[config.mk]
export PLATFORM = sky130hd
export DESIGN_NAME = calendar_date_decrement_unit_flat
export DESIGN_NICKNAME = d
export VERILOG_FILES = /design/src/cddu_pkg.sv /design/src/cddu_stream_if.sv /design/src/calendar_date_decrement_unit.sv /design/src/cddu_dpath.sv /design/src/cddu_ctrl.sv /design/src/flat_wrapper.sv
export SDC_FILE = /design/constraint.sdc
export NUM_CORES = 1
export LEC_CHECK = 0
export BUFFER_PORTS_ARGS = -buffer_cell sky130_fd_sc_hd__buf_2
export CAP_MARGIN = 20
export CORE_UTILIZATION = 50
export DETAILED_ROUTE_END_ITERATION = 10
export MAX_ROUTING_LAYER = met4
export PLACE_DENSITY = 0.68
export SYNTH_ARGS = -nofsm -noshare
export SYNTH_HDL_FRONTEND = slang
export SYNTH_SLANG_ARGS = --single-unit
[constraint.sdc]
create_clock -name clock -period 14.2 [get_ports clock]
set_clock_uncertainty 0.05 [all_clocks]
set_input_delay 1.42 -clock clock [delete_from_list [all_inputs] [get_ports clock]]
set_output_delay 1.42 -clock clock [all_outputs]
set_load 0.05 [all_outputs]
[src/cddu_pkg.sv]
`default_nettype none

package cddu_pkg;

   localparam int AMOUNT_FIELD_W = 16;
   localparam int YEAR_W         = 14;
   localparam int MONTH_W        = 4;
   localparam int DAY_W          = 5;

   typedef enum logic [1:0] {
      ACT_LOAD   = 2'd0,
      ACT_DAYS   = 2'd1,
      ACT_MONTHS = 2'd2,
      ACT_YEARS  = 2'd3
   } action_type;

   typedef struct packed {
      action_type                  action;
      logic [AMOUNT_FIELD_W-1:0]   amount;
      logic [YEAR_W-1:0]           set_year;
      logic [MONTH_W-1:0]          set_month;
      logic [DAY_W-1:0]            set_day;
   } req_payload_type;

   typedef struct packed {
      logic [YEAR_W-1:0]  out_year;
      logic [MONTH_W-1:0] out_month;
      logic [DAY_W-1:0]   out_day;
      logic               underflow;
   } rsp_payload_type;

   typedef struct packed {
      logic start;
      logic step_day;
      logic step_month;
      logic clamp;
      logic out_load;
   } cmd_type;

   typedef struct packed {
      logic cnt_zero;
      logic underflow;
   } status_type;

   localparam logic [YEAR_W-1:0]  RESET_YEAR    = 14'd2000;
   localparam logic [YEAR_W-1:0]  YEAR_MAX      = 14'd9999;
   localparam logic [MONTH_W-1:0] MONTH_JAN     = 4'd1;
   localparam logic [MONTH_W-1:0] MONTH_FEB     = 4'd2;
   localparam logic [MONTH_W-1:0] MONTH_DEC     = 4'd12;
   localparam logic [DAY_W-1:0]   DAY_FIRST     = 5'd1;
   localparam logic [DAY_W-1:0]   DAY_DEC_LAST  = 5'd31;
   localparam logic [DAY_W-1:0]   DAY_LONGEST   = 5'd31;
   localparam logic [DAY_W-1:0]   DAYS_FEB_LEAP = 5'd29;

   localparam logic [DAY_W-1:0] MONTH_LEN [12] = '{
      5'd31, 5'd28, 5'd31, 5'd30, 5'd31, 5'd30,
      5'd31, 5'd31, 5'd30, 5'd31, 5'd30, 5'd31
   };

   // n is a multiple of 25 iff (n * 25^-1 mod 2^14) <= floor((2^14-1)/25)
   localparam logic [YEAR_W-1:0] INV25       = 14'd7209;
   localparam logic [YEAR_W-1:0] DIV25_LIMIT = 14'd655;

   // 100 = 4*25 and 400 = 16*25
   function automatic logic is_leap(input logic [YEAR_W-1:0] year);
      logic [YEAR_W-1:0] scaled;
      logic              div25;
      scaled = YEAR_W'(year * INV25);
      div25  = (scaled <= DIV25_LIMIT);
      return (year[1:0] == 2'd0) && (!div25 || (year[3:0] == 4'd0));
   endfunction

   function automatic logic [DAY_W-1:0] month_days(input logic leap,
                                                   input logic [MONTH_W-1:0] month);
      logic [DAY_W-1:0] len;
      len = DAY_LONGEST;
      if (month >= MONTH_JAN && month <= MONTH_DEC) begin
         len = MONTH_LEN[month - MONTH_JAN];
      end
      if (month == MONTH_FEB && leap) begin
         len = DAYS_FEB_LEAP;
      end
      return len;
   endfunction

endpackage

`default_nettype wire

[src/cddu_stream_if.sv]
`default_nettype none

interface cddu_stream_if #(parameter type payload_type = logic) ();
   logic        valid;
   logic        ready;
   payload_type payload;

   modport source (output valid, output payload, input ready);
   modport sink   (input valid, input payload, output ready);
endinterface

`default_nettype wire

[src/calendar_date_decrement_unit.sv]
`default_nettype none

// channel    dir  modport  payload
// req_chan   in   sink     action, amount, set_year, set_month, set_day
// rsp_chan   out  source   out_year, out_month, out_day, underflow
//
// Load and year subtract pass through the clamp and finish states to the result register.
// Day and month subtract: the day/month step loop advances one unit per cycle
// and ends early on underflow; the finish state then loads the result register.
// Synchronous reset sets the date to 2000-01-01 and empties the output.
// A new beat is taken while a result still waits in the output register.

module calendar_date_decrement_unit #(
   parameter int AMOUNT_WIDTH = 16
) (
   input  wire logic    clock,
   input  wire logic    reset,
   cddu_stream_if.sink   req_chan,
   cddu_stream_if.source rsp_chan
);

   cddu_pkg::cmd_type         cmd;
   cddu_pkg::status_type      status;
   cddu_pkg::req_payload_type req_payload;
   cddu_pkg::rsp_payload_type rsp_payload;
   logic                      req_ready;
   logic                      rsp_valid;

   assign req_payload = req_chan.payload;

   cddu_ctrl u_ctrl (
      .clock      (clock),
      .reset      (reset),
      .req_valid  (req_chan.valid),
      .req_action (req_payload.action),
      .req_ready  (req_ready),
      .rsp_ready  (rsp_chan.ready),
      .rsp_valid  (rsp_valid),
      .status     (status),
      .cmd        (cmd)
   );

   cddu_dpath #(
      .AMOUNT_WIDTH (AMOUNT_WIDTH)
   ) u_dpath (
      .clock       (clock),
      .reset       (reset),
      .req_payload (req_payload),
      .cmd         (cmd),
      .status      (status),
      .rsp_payload (rsp_payload)
   );

   assign req_chan.ready   = req_ready;
   assign rsp_chan.valid   = rsp_valid;
   assign rsp_chan.payload = rsp_payload;

endmodule

`default_nettype wire

[src/cddu_dpath.sv]
`default_nettype none

module cddu_dpath #(
   parameter int AMOUNT_WIDTH = 16
) (
   input  wire logic                      clock,
   input  wire logic                      reset,
   input  wire cddu_pkg::req_payload_type req_payload,
   input  wire cddu_pkg::cmd_type         cmd,
   output cddu_pkg::status_type           status,
   output cddu_pkg::rsp_payload_type      rsp_payload
);

   localparam int CNT_W = (AMOUNT_WIDTH < cddu_pkg::AMOUNT_FIELD_W) ?
                          AMOUNT_WIDTH : cddu_pkg::AMOUNT_FIELD_W;

   logic [cddu_pkg::YEAR_W-1:0]  year_ff,  year_in;
   logic [cddu_pkg::MONTH_W-1:0] month_ff, month_in;
   logic [cddu_pkg::DAY_W-1:0]   day_ff,   day_in;
   logic [CNT_W-1:0]             cnt_ff,   cnt_in;
   logic                         uf_ff,    uf_in;
   cddu_pkg::rsp_payload_type    out_ff,   out_in;

   logic                                leap;
   logic [cddu_pkg::DAY_W-1:0]          prev_len;
   logic [cddu_pkg::DAY_W-1:0]          cur_len;
   logic [cddu_pkg::AMOUNT_FIELD_W-1:0] amt_ext;
   logic [cddu_pkg::AMOUNT_FIELD_W-1:0] year_ext;

   always_comb begin
      leap     = cddu_pkg::is_leap(year_ff);
      prev_len = cddu_pkg::month_days(leap, month_ff - cddu_pkg::MONTH_JAN);
      cur_len  = cddu_pkg::month_days(leap, month_ff);
      amt_ext  = cddu_pkg::AMOUNT_FIELD_W'(req_payload.amount[CNT_W-1:0]);
      year_ext = cddu_pkg::AMOUNT_FIELD_W'(year_ff);
   end

   always_comb begin
      year_in  = year_ff;
      month_in = month_ff;
      day_in   = day_ff;
      cnt_in   = cnt_ff;
      uf_in    = uf_ff;
      out_in   = out_ff;

      if (cmd.start) begin
         uf_in  = 1'b0;
         cnt_in = req_payload.amount[CNT_W-1:0];
         case (req_payload.action)
            cddu_pkg::ACT_LOAD: begin
               // saturate out-of-range fields; day fixed up in the clamp cycle
               year_in  = (req_payload.set_year > cddu_pkg::YEAR_MAX) ?
                          cddu_pkg::YEAR_MAX : req_payload.set_year;
               month_in = req_payload.set_month;
               if (req_payload.set_month < cddu_pkg::MONTH_JAN) begin
                  month_in = cddu_pkg::MONTH_JAN;
               end else if (req_payload.set_month > cddu_pkg::MONTH_DEC) begin
                  month_in = cddu_pkg::MONTH_DEC;
               end
               day_in   = (req_payload.set_day < cddu_pkg::DAY_FIRST) ?
                          cddu_pkg::DAY_FIRST : req_payload.set_day;
            end
            cddu_pkg::ACT_YEARS: begin
               if (amt_ext > year_ext) begin
                  year_in  = '0;
                  month_in = cddu_pkg::MONTH_JAN;
                  day_in   = cddu_pkg::DAY_FIRST;
                  uf_in    = 1'b1;
               end else begin
                  year_in  = cddu_pkg::YEAR_W'(year_ext - amt_ext);
               end
            end
            default: begin
            end
         endcase
      end

      if (cmd.step_day) begin
         cnt_in = cnt_ff - CNT_W'(1);
         if (day_ff > cddu_pkg::DAY_FIRST) begin
            day_in = day_ff - cddu_pkg::DAY_W'(1);
         end else if (month_ff > cddu_pkg::MONTH_JAN) begin
            month_in = month_ff - cddu_pkg::MONTH_W'(1);
            day_in   = prev_len;
         end else if (year_ff != '0) begin
            year_in  = year_ff - cddu_pkg::YEAR_W'(1);
            month_in = cddu_pkg::MONTH_DEC;
            day_in   = cddu_pkg::DAY_DEC_LAST;
         end else begin
            uf_in    = 1'b1;
         end
      end

      if (cmd.step_month) begin
         cnt_in = cnt_ff - CNT_W'(1);
         if (month_ff > cddu_pkg::MONTH_JAN) begin
            month_in = month_ff - cddu_pkg::MONTH_W'(1);
            day_in   = (day_ff > prev_len) ? prev_len : day_ff;
         end else if (year_ff != '0) begin
            // December is 31 days, no clamp needed
            year_in  = year_ff - cddu_pkg::YEAR_W'(1);
            month_in = cddu_pkg::MONTH_DEC;
         end else begin
            day_in   = cddu_pkg::DAY_FIRST;
            uf_in    = 1'b1;
         end
      end

      if (cmd.clamp && (day_ff > cur_len)) begin
         day_in = cur_len;
      end

      if (cmd.out_load) begin
         out_in.out_year  = year_ff;
         out_in.out_month = month_ff;
         out_in.out_day   = day_ff;
         out_in.underflow = uf_ff;
      end
   end

   always_ff @(posedge clock) begin
      if (reset) begin
         year_ff  <= cddu_pkg::RESET_YEAR;
         month_ff <= cddu_pkg::MONTH_JAN;
         day_ff   <= cddu_pkg::DAY_FIRST;
      end else begin
         year_ff  <= year_in;
         month_ff <= month_in;
         day_ff   <= day_in;
      end
   end

   always_ff @(posedge clock) begin
      cnt_ff <= cnt_in;
      uf_ff  <= uf_in;
      out_ff <= out_in;
   end

   assign status.cnt_zero  = (cnt_ff == '0);
   assign status.underflow = uf_ff;
   assign rsp_payload      = out_ff;

`ifndef SYNTHESIS
   a_month_range: assert property (@(posedge clock) disable iff (reset)
      month_ff >= cddu_pkg::MONTH_JAN && month_ff <= cddu_pkg::MONTH_DEC)
      else $error("month register out of range");

   a_day_nonzero: assert property (@(posedge clock) disable iff (reset)
      day_ff != '0)
      else $error("day register is zero");

   a_clamp_fits: assert property (@(posedge clock) disable iff (reset)
      cmd.clamp |=> day_ff <= $past(cur_len))
      else $error("clamp left day past month end");
`endif

endmodule

`default_nettype wire

[src/cddu_ctrl.sv]
`default_nettype none

module cddu_ctrl (
   input  wire logic                 clock,
   input  wire logic                 reset,
   input  wire logic                 req_valid,
   input  wire cddu_pkg::action_type req_action,
   output logic                      req_ready,
   input  wire logic                 rsp_ready,
   output logic                      rsp_valid,
   input  wire cddu_pkg::status_type status,
   output cddu_pkg::cmd_type         cmd
);

   typedef enum logic [4:0] {
      ST_IDLE   = 5'b00001,
      ST_DAYS   = 5'b00010,
      ST_MONTHS = 5'b00100,
      ST_CLAMP  = 5'b01000,
      ST_FINISH = 5'b10000
   } state_type;

   state_type state_ff, state_in;
   logic      rsp_valid_ff, rsp_valid_in;

   always_comb begin
      state_in = state_ff;
      cmd      = '0;
      case (state_ff)
         ST_IDLE: begin
            if (req_valid) begin
               cmd.start = 1'b1;
               case (req_action)
                  cddu_pkg::ACT_DAYS:   state_in = ST_DAYS;
                  cddu_pkg::ACT_MONTHS: state_in = ST_MONTHS;
                  default:              state_in = ST_CLAMP;
               endcase
            end
         end
         ST_DAYS: begin
            if (status.cnt_zero || status.underflow) begin
               state_in = ST_FINISH;
            end else begin
               cmd.step_day = 1'b1;
            end
         end
         ST_MONTHS: begin
            if (status.cnt_zero || status.underflow) begin
               state_in = ST_FINISH;
            end else begin
               cmd.step_month = 1'b1;
            end
         end
         ST_CLAMP: begin
            cmd.clamp = 1'b1;
            state_in  = ST_FINISH;
         end
         ST_FINISH: begin
            // wait for the output register to free up
            if (!rsp_valid_ff || rsp_ready) begin
               cmd.out_load = 1'b1;
               state_in     = ST_IDLE;
            end
         end
         default: begin
            state_in = ST_IDLE;
         end
      endcase
   end

   always_comb begin
      rsp_valid_in = rsp_valid_ff;
      if (cmd.out_load) begin
         rsp_valid_in = 1'b1;
      end else if (rsp_ready) begin
         rsp_valid_in = 1'b0;
      end
   end

   always_ff @(posedge clock) begin
      if (reset) begin
         state_ff     <= ST_IDLE;
         rsp_valid_ff <= 1'b0;
      end else begin
         state_ff     <= state_in;
         rsp_valid_ff <= rsp_valid_in;
      end
   end

   assign req_ready = (state_ff == ST_IDLE);
   assign rsp_valid = rsp_valid_ff;

`ifndef SYNTHESIS
   a_start_busy: assert property (@(posedge clock) disable iff (reset)
      req_valid && req_ready |=> state_ff != ST_IDLE)
      else $error("accepted beat did not start work");

   a_uf_stops: assert property (@(posedge clock) disable iff (reset)
      (state_ff == ST_DAYS || state_ff == ST_MONTHS) && status.underflow
      |=> state_ff == ST_FINISH)
      else $error("stepping continued after underflow");

   a_out_slot_free: assert property (@(posedge clock) disable iff (reset)
      cmd.out_load |-> !rsp_valid_ff || rsp_ready)
      else $error("result overwrote a pending beat");
`endif

endmodule

`default_nettype wire

[src/flat_wrapper.sv]
// flat-port wrapper written by rule: the top's interface ports become plain ports
module calendar_date_decrement_unit_flat 
#(
   parameter int AMOUNT_WIDTH = 16
)
  (clock, reset, req_chan_valid, req_chan_payload, req_chan_ready, rsp_chan_valid, rsp_chan_payload, rsp_chan_ready);
  cddu_stream_if #(.payload_type(cddu_pkg::req_payload_type)) req_chan_i ();
  cddu_stream_if #(.payload_type(cddu_pkg::rsp_payload_type)) rsp_chan_i ();
  input  wire logic clock;
  input  wire logic reset;
  input wire logic [$bits(req_chan_i.valid)-1:0] req_chan_valid;
  input wire logic [$bits(req_chan_i.payload)-1:0] req_chan_payload;
  output wire logic [$bits(req_chan_i.ready)-1:0] req_chan_ready;
  output wire logic [$bits(rsp_chan_i.valid)-1:0] rsp_chan_valid;
  output wire logic [$bits(rsp_chan_i.payload)-1:0] rsp_chan_payload;
  input wire logic [$bits(rsp_chan_i.ready)-1:0] rsp_chan_ready;
  assign req_chan_i.valid = req_chan_valid;
  assign req_chan_i.payload = req_chan_payload;
  assign req_chan_ready = req_chan_i.ready;
  assign rsp_chan_valid = rsp_chan_i.valid;
  assign rsp_chan_payload = rsp_chan_i.payload;
  assign rsp_chan_i.ready = rsp_chan_ready;
  calendar_date_decrement_unit #(.AMOUNT_WIDTH(AMOUNT_WIDTH)) u_core (.clock(clock), .reset(reset), .req_chan(req_chan_i), .rsp_chan(rsp_chan_i));
endmodule
==> out/metrics.yaml, run 1 <==
clockBufferDepth: 2
dp.final_hpwl_um: 12900
dr.pass1.iters: 5
die_h_um: 116
finalCritPeriodShare_pct: 42.2
coreArea_sq_um: 12600
netlist-cell-type-count: 73
end_kind: "flop"
setup-tns-final_ns: 0
p_leak_nw: 3.21
power.density_nw_per_um2: 109
synth_area_per_cell_sq_um: 8.54
grt_pass1_wl_um: 27100
netlist_instances: 755
wire_per_inst_um: 16.9
path_class: "reg -> reg"
cts_tree: "built"
critPathLaunchType: "flop"
cts_setup_buffers: 0
rows: 41
path_clk_slew_ns: 0.06
synth_seq_area_share_pct: 27.9
fin_nets: 961
synth-edff-count: 40
ctsHoldBuffers: 0
tightest_slew_ns: 1.06
clkSinkCount: 70
finalPower_w: 0.000794
dieArea_sq_um: 13400
crit_arrival_ns: 6.17
via_count: 5784
initial_utilization_pct: 51.1
viasPerCell: 5.82
ant_nets: 0
ys.flop_type: "edfxtp_1"
clock_latency_ns: 0.35
grt_remaining_overflow: 0
drc: 0
final_area_sq_um: 7270
totalWireLength_um: 16800
grt.total_usage_pct: 27.1
syn_to_final_growth_pct: 12.7
die_w_um: 116
htreeDepth: 3
timing.final.crit_period_ns: 5.99
ys_seq_elements: 70
port_buffers: 70
ir_worst_vdd_v: 0.0000485
outcome: "completed"
whs_ns: 0.503
fin_util_pct: 57.6
syn_nets: 900
drt_iter0_drc: 521
crit_required_ns: 14.39
place_congestion: 0.940
rsz0062_at_grt: "false"
fmaxAchievable_ghz: 0.167
slew_headroom_pct: 29.1
hold_path.class: "reg -> reg"
antenna_found_initial: 0
grt_pass1_vias: 5459
ys_async_sr_fraction_pct: 0
slew_viol_final: 0
antennaDiodeCount: 0
cts-resized-gates: 0
place_area_sq_um: 6940
setup_viol: 0
grt_max_degree: 34
max_cap_violations: 0
numCtsBuffers: 9
synth_area_sq_um: 6450
finalHoldViolations: 0
final_layout_size_suffix_gt1_share_pct: 12.9
ys_warn_count: 0
worst-path-max-fanout: 9
root_buffer: "clkbuf_16"
io_pins: 71
[cell families after synthesis]
family	Yosys count	synth area share, %
buffers and inverters	110	6.65
AOI/OAI and AO/OA	200	20.1
DFF	70	27.9
and+or+nand+nor	222	17.0
adders and majority gates	101	20.9
muxes	5	0.795
xor gates and xnor gates	47	6.59
[per-stage QoR]
stage | worst slack (ns) | cells
5_1_grt | 7.93 | 993
4_1_cts | 8.23 | 992
3_5_place_dp | 8.26 | 976
2_1_floorplan | 8.73 | 755
3_3_place_gp | 8.43 | 976
6_report | 8.21 | 993
[power breakdown]
group	switching [W]	total [W]	internal, W
Combinational	0.000171	0.000300	0.000129
Sequential	0.0000205	0.000247	0.000226
Clock	0.0000898	0.000247	0.000157
Total	0.000281	0.000794	0.000513
[critical path: stages (launching register included)]
cell and delay (ns):
dfxtp_1 0.56, fa_1 0.49, ha_1 0.29, ha_1 0.28
inv_1 0.05, fa_1 0.51, fa_1 0.54, inv_1 0.04
ha_1 0.34, inv_1 0.07, a21boi_0 0.16, mux2i_1 0.10
nor4_1 0.30, a31oi_1 0.20, o311ai_1 0.39, a21oi_1 0.11
ha_1 0.31, nand2_1 0.08, nand3b_1 0.08, or4_1 0.53
a211o_1 0.29, o211a_1 0.10
[state kept, by name, summed over array words and instances (netlist names)]
register / count
u_core.u_dpath.cnt_ff: 16
u_core.u_dpath.rsp_payload: 24
u_core.u_dpath.month_ff: 4
u_core.u_dpath.year_ff: 14
u_core.u_dpath.day_ff: 5
u_core.u_ctrl.state_ff: 5
u_core.u_ctrl.rsp_valid: 1
u_core.u_dpath.uf_ff: 1
[cells in the mapped netlist, types with 6 or more instances]
master | n | area share [%]
clkbuf_1 | 17 | 0.99
nor2_1 | 74 | 4.3
a211oi_1 | 10 | 1.2
inv_1 | 86 | 5.0
nor3_1 | 15 | 1.2
fa_1 | 12 | 3.7
o21ai_0 | 50 | 3.9
ha_1 | 88 | 17
or3_1 | 6 | 0.58
edfxtp_1 | 40 | 19
nand2_1 | 50 | 2.9
a21oi_1 | 60 | 4.7
nand4_1 | 8 | 0.78
nand3_1 | 15 | 1.2
nor2b_1 | 8 | 0.78
dfxtp_1 | 30 | 9.3
a31oi_1 | 7 | 0.68
xor2_1 | 19 | 2.6
a21o_1 | 6 | 0.70
nor4_1 | 10 | 0.97
o21a_1 | 7 | 0.81
xnor2_1 | 27 | 3.7
[cells in the final DEF, fill, tap and decap left out, types with 4 or more instances in the layout]
| master | Yosys | final |
|---|---|---|
| buf_2 | 3 | 70 |
| nor3_1 | 15 | 15 |
| a31oi_1 | 7 | 7 |
| and2_1 | 4 | 4 |
| ha_1 | 88 | 88 |
| o32a_1 | 4 | 4 |
| nor2_1 | 74 | 72 |
| nand4_1 | 8 | 8 |
| nor2b_1 | 8 | 8 |
| o31ai_1 | 5 | 5 |
| o21a_1 | 7 | 7 |
| or3_1 | 6 | 6 |
| or2_2 | 5 | 5 |
| fa_1 | 12 | 12 |
| nand3_1 | 15 | 15 |
| or4_1 | 4 | 4 |
| a21oi_1 | 60 | 60 |
| edfxtp_1 | 40 | 40 |
| xor2_1 | 19 | 19 |
| dfxtp_1 | 30 | 30 |
| nand2_1 | 50 | 50 |
| mux2i_1 | 4 | 4 |
| nor4_1 | 10 | 10 |
| inv_1 | 86 | 86 |
| clkbuf_16 | 0 | 9 |
| a221oi_1 | 5 | 5 |
| a21o_1 | 6 | 6 |
| o21ai_0 | 50 | 50 |
| nand2b_1 | 5 | 5 |
| xnor2_1 | 27 | 27 |
| a211oi_1 | 10 | 10 |
[final cells by class]
class | count | area, sq um
Clock buffer | 11 | 243
Fill cell | 1171 | 5350
Timing Repair Buffer | 74 | 388
Clock inverter | 5 | 72.6
Tap cell | 172 | 215
Multi-Input combinational cell | 575 | 4230
Inverter | 86 | 323
Sequential cell | 70 | 1800
[worst paths after layout]
path	cells past startpoint	from	end	slack (ns)
setup / recovery	21	u_core.u_dpath.year_ff[1]	u_core.u_dpath.day_ff[1]	8.21
hold / removal	0	u_core.u_dpath.day_ff[4]	u_core.u_dpath.rsp_payload[5]	0.50
setup reg to reg	21	u_core.u_dpath.year_ff[1]	u_core.u_dpath.day_ff[1]	8.21
hold reg to reg	0	u_core.u_dpath.day_ff[4]	u_core.u_dpath.rsp_payload[5]	0.50
[routing by layer]
metal	vias to the layer above	global-route usage [%]	wire length, um
met5	-	-	0
met4	0	11.4	418
met3	38	3.19	846
met2	207	44.3	7840
met1	2735	34.0	7650
li1	2804	-	-
(Power assumes the default switching activity.)
==> inputs of run 2 (changes only) <==
--- a/config.mk
+++ b/config.mk
@@ -5,12 +5,13 @@
 export SDC_FILE = /design/constraint.sdc
 export NUM_CORES = 1
 export LEC_CHECK = 0
+export ABC_AREA = 1
 export BUFFER_PORTS_ARGS = -buffer_cell sky130_fd_sc_hd__buf_2
 export CAP_MARGIN = 20
 export CORE_UTILIZATION = 50
 export DETAILED_ROUTE_END_ITERATION = 10
 export MAX_ROUTING_LAYER = met4
-export PLACE_DENSITY = 0.68
+export PLACE_DENSITY = 0.67
 export SYNTH_ARGS = -nofsm -noshare
 export SYNTH_HDL_FRONTEND = slang
 export SYNTH_SLANG_ARGS = --single-unit
==> constraint.sdc (replaced) <==
create_clock -name clock -period 5.9 [get_ports clock]
set_clock_uncertainty 0.05 [all_clocks]
set_input_delay 0.59 -clock clock [delete_from_list [all_inputs] [get_ports clock]]
set_output_delay 0.59 -clock clock [all_outputs]
set_load 0.05 [all_outputs]
==> run 2 against run 1 <==
Sequential cell count stayed put. Synthesized area up 7.7%. Maximum frequency is 11% higher. Highest routed layer unchanged. Worst hold slack worse by 0.086 ns. Non-clock buffer count increased by 2. Critical endpoint is now u_core.u_dpath.day_ff[0]. Register-to-register slack lost 7.7 ns. Wire length rose by 5.5%. Clock power rose by 120%. Sequential power rose to 2.8 times the previous value. Final cell count rose by 19%. Critical path type unchanged.
==> out/metrics.yaml, run 2 <==
dr.pass1.iters: 5  # unchanged
dieArea_sq_um: 14400  # +7.5%
ant_nets: 0  # unchanged
netlist_instances: 930  # +23%
synth_top_area_share_pct: 17.3  # -1.3 points
ir_worst_vdd_v: 0.000466  # +860%
fin_util_pct: 57.8  # +0.21 points
finalHoldViolations: 0  # unchanged
fmaxAchievable_ghz: 0.185  # +11%
reg2reg_slack_ns: 0.50  # -7.72 ns
crit_start: "u_core.u_dpath.year_ff[0]"
netlist-cell-type-count: 54  # -26%
grt_remaining_overflow: 0  # unchanged
antennaDiodeCount: 0  # unchanged
port_buffers: 70  # unchanged
synth_top_area_cell: "edfxtp_1"
via_count: 6242  # +7.9%
viasPerCell: 5.29  # -9.3%
rows: 42  # +2.4%
place_congestion: 0.936  # -0.46%
finalPower_w: 0.00303  # +280%
syn_to_final_growth_pct: 11.5
cp_num_cells: 22  # +4.8%
synth_seq_area_share_pct: 25.9  # -2.0 points
grt_pass1_wl_um: 29000  # +7.2%
dp.final_hpwl_um: 13800  # +7.5%
setup-tns-final_ns: 0  # unchanged
wire_per_inst_um: 15.0  # -11%
slew_headroom_pct: 47.8  # +19 points
outcome: "completed"
fin_nets: 1145  # +19%
end_kind: "flop"
grt.total_usage_pct: 26.5  # -0.65 points
place_area_sq_um: 7460  # +7.5%
final_layout_size_suffix_gt1_share_pct: 14.6  # +1.7 points
cts-resized-gates: 0  # unchanged
postLayoutSetupSlackWorst_ns: 0.495  # -7.72 ns
path_cells: "fa_1, ha_1, ha_1, inv_1, fa_1, fa_1, inv_1, ha_1, a21oi_1, o21ai_0, a21oi_1, nand3b_1, nand3_1, nand3_2, o21ai_2, ha_1, a2111oi_1, nand3_1, nand2_1, inv_1, nand2_1, nand2_1"
critPathCapture: "u_core.u_dpath.day_ff[0]"
ys_top_cells_by_area: "edfxtp_1 17%, ha_1 16%, nand2_1 11%, dfxtp_1 8.6%, inv_1 7.7%"
grt_pass1_vias: 5959  # +9.2%
synth_area_per_cell_sq_um: 7.47  # -13%
rr_startpoint: "u_core.u_dpath.year_ff[0]"
largest_reg_flops: 24  # unchanged
setup_viol: 0  # unchanged
rsz0062_at_grt: "false"
totalWireLength_um: 17700  # +5.5%
r2r_end: "u_core.u_dpath.day_ff[0]"
die_h_um: 120  # +3.7%
antenna_found_initial: 0  # unchanged
mostFrequentLayoutCells: "197 x nand2_1, 143 x inv_1, 88 x ha_1"
ys_async_sr_fraction_pct: 0  # unchanged
clockBufferDepth: 2  # unchanged
die_w_um: 120  # +3.7%
reg2reg_depth: 22  # +4.8%
ys_warn_count: 0  # unchanged
crit_arrival_ns: 5.60  # -0.57 ns
hold_path.class: "reg -> reg"
max_stage_delay_ns: 0.70  # +0.14 ns
finalCritPeriodShare_pct: 91.6  # +49 points
timing.final.crit_period_ns: 5.40  # -0.582 ns
cts_setup_buffers: 0  # unchanged
clkSinkCount: 70  # unchanged
ctsHoldBuffers: 0  # unchanged
drt_iter0_drc: 393  # -25%
synth-edff-count: 40  # unchanged
fill_cells: 1327  # +13%
syn_nets: 1075  # +19%
numCtsBuffers: 9  # unchanged
initial_utilization_pct: 51.8  # +0.71 points
crit_required_ns: 6.09  # -8.30 ns
layout_commonest_cell: "nand2_1"
tightest_slew_ns: 0.779  # -0.280 ns
p_leak_nw: 3.80  # +18%
coreArea_sq_um: 13400  # +6.2%
htreeDepth: 3  # unchanged
path_class: "reg -> reg"
cts_tree: "built"
io_pins: 71  # unchanged
synth_area_sq_um: 6950  # +7.7%
path_buf_inv: 3  # unchanged
grt_max_degree: 32  # -5.9%
ys_seq_elements: 70  # unchanged
worst-path-max-fanout: 10  # +1
drc: 0  # unchanged
ys.flop_type: "edfxtp_1"
slew_viol_final: 0  # unchanged
place_ws_ns: 0.532  # -7.73 ns
synthTopCellsByCount: "197 x nand2_1, 143 x inv_1, 88 x ha_1"
clock_latency_ns: 0.35  # about the same
final_area_sq_um: 7750  # +6.6%
critical_path.top_delay_family: "adder cells"
synth.most_common_cell: "nand2_1"
root_buffer: "clkbuf_16"
cp_slowest_cell: "a2111oi_1"
cpMostUsedCell: "ha_1"
power.density_nw_per_um2: 391  # +260%
critPathLaunchType: "flop"
max_cap_violations: 0  # unchanged
path_clk_slew_ns: 0.06  # about the same
-- run 2: kinds of logic after synthesis --
kind of cell	Yosys count	share of synthesized area, %
xor+xnor	42	5.40
buf+inv	170	9.89
fa+ha+maj	100	19.3
simple gates	382	25.6
compound gates	166	13.9
flops	70	25.9
-- run 2: metal layers --
layer	global-route usage, %	wire (um)	vias to the layer above
met3	4.09	659	21
met1	35.2	8620	2893
met2	41.9	8110	120
met4	7.19	280	0
met5	-	0	-
li1	-	-	3208
-- run 2: through the flow --
stage | hold WS [ns] | std cells
after floorplan | 0.357 | 930
after global placement | 0.390 | 1165
after detailed placement | 0.404 | 1165
after CTS | 0.412 | 1181
after global routing | 0.417 | 1181
final | 0.418 | 1181
-- run 2: worst min path at each step --
stage	start	to	slack, ns	cells after the start
after detailed placement	u_core.u_dpath.uf_ff	u_core.u_dpath.rsp_payload[0]	0.40	0
after global routing	u_core.u_dpath.uf_ff	u_core.u_dpath.rsp_payload[0]	0.42	0
after global placement	u_core.u_dpath.uf_ff	u_core.u_dpath.rsp_payload[0]	0.39	0
after floorplan	u_core.u_dpath.day_ff[2]	u_core.u_dpath.rsp_payload[3]	0.36	0
after CTS	u_core.u_dpath.uf_ff	u_core.u_dpath.rsp_payload[0]	0.41	0
final	u_core.u_dpath.uf_ff	u_core.u_dpath.rsp_payload[0]	0.42	0
-- run 2: power breakdown --
group / internal (W) / switching [W]
clock network: 0.000327 / 0.000219
registers: 0.000607 / 0.0000883
logic: 0.000673 / 0.00111
total: 0.00161 / 0.00142
-- run 2: cell type report --
class | instances | area (sq um) | area share, %
tap | 176 | 220 | 2.84
timing repair buffer | 76 | 395 | 5.10
clock inverter | 6 | 61.3 | 0.791
multi-input combinational | 690 | 4460 | 57.6
inverter | 153 | 579 | 7.48
sequential | 70 | 1800 | 23.3
clock buffer | 10 | 229 | 2.96
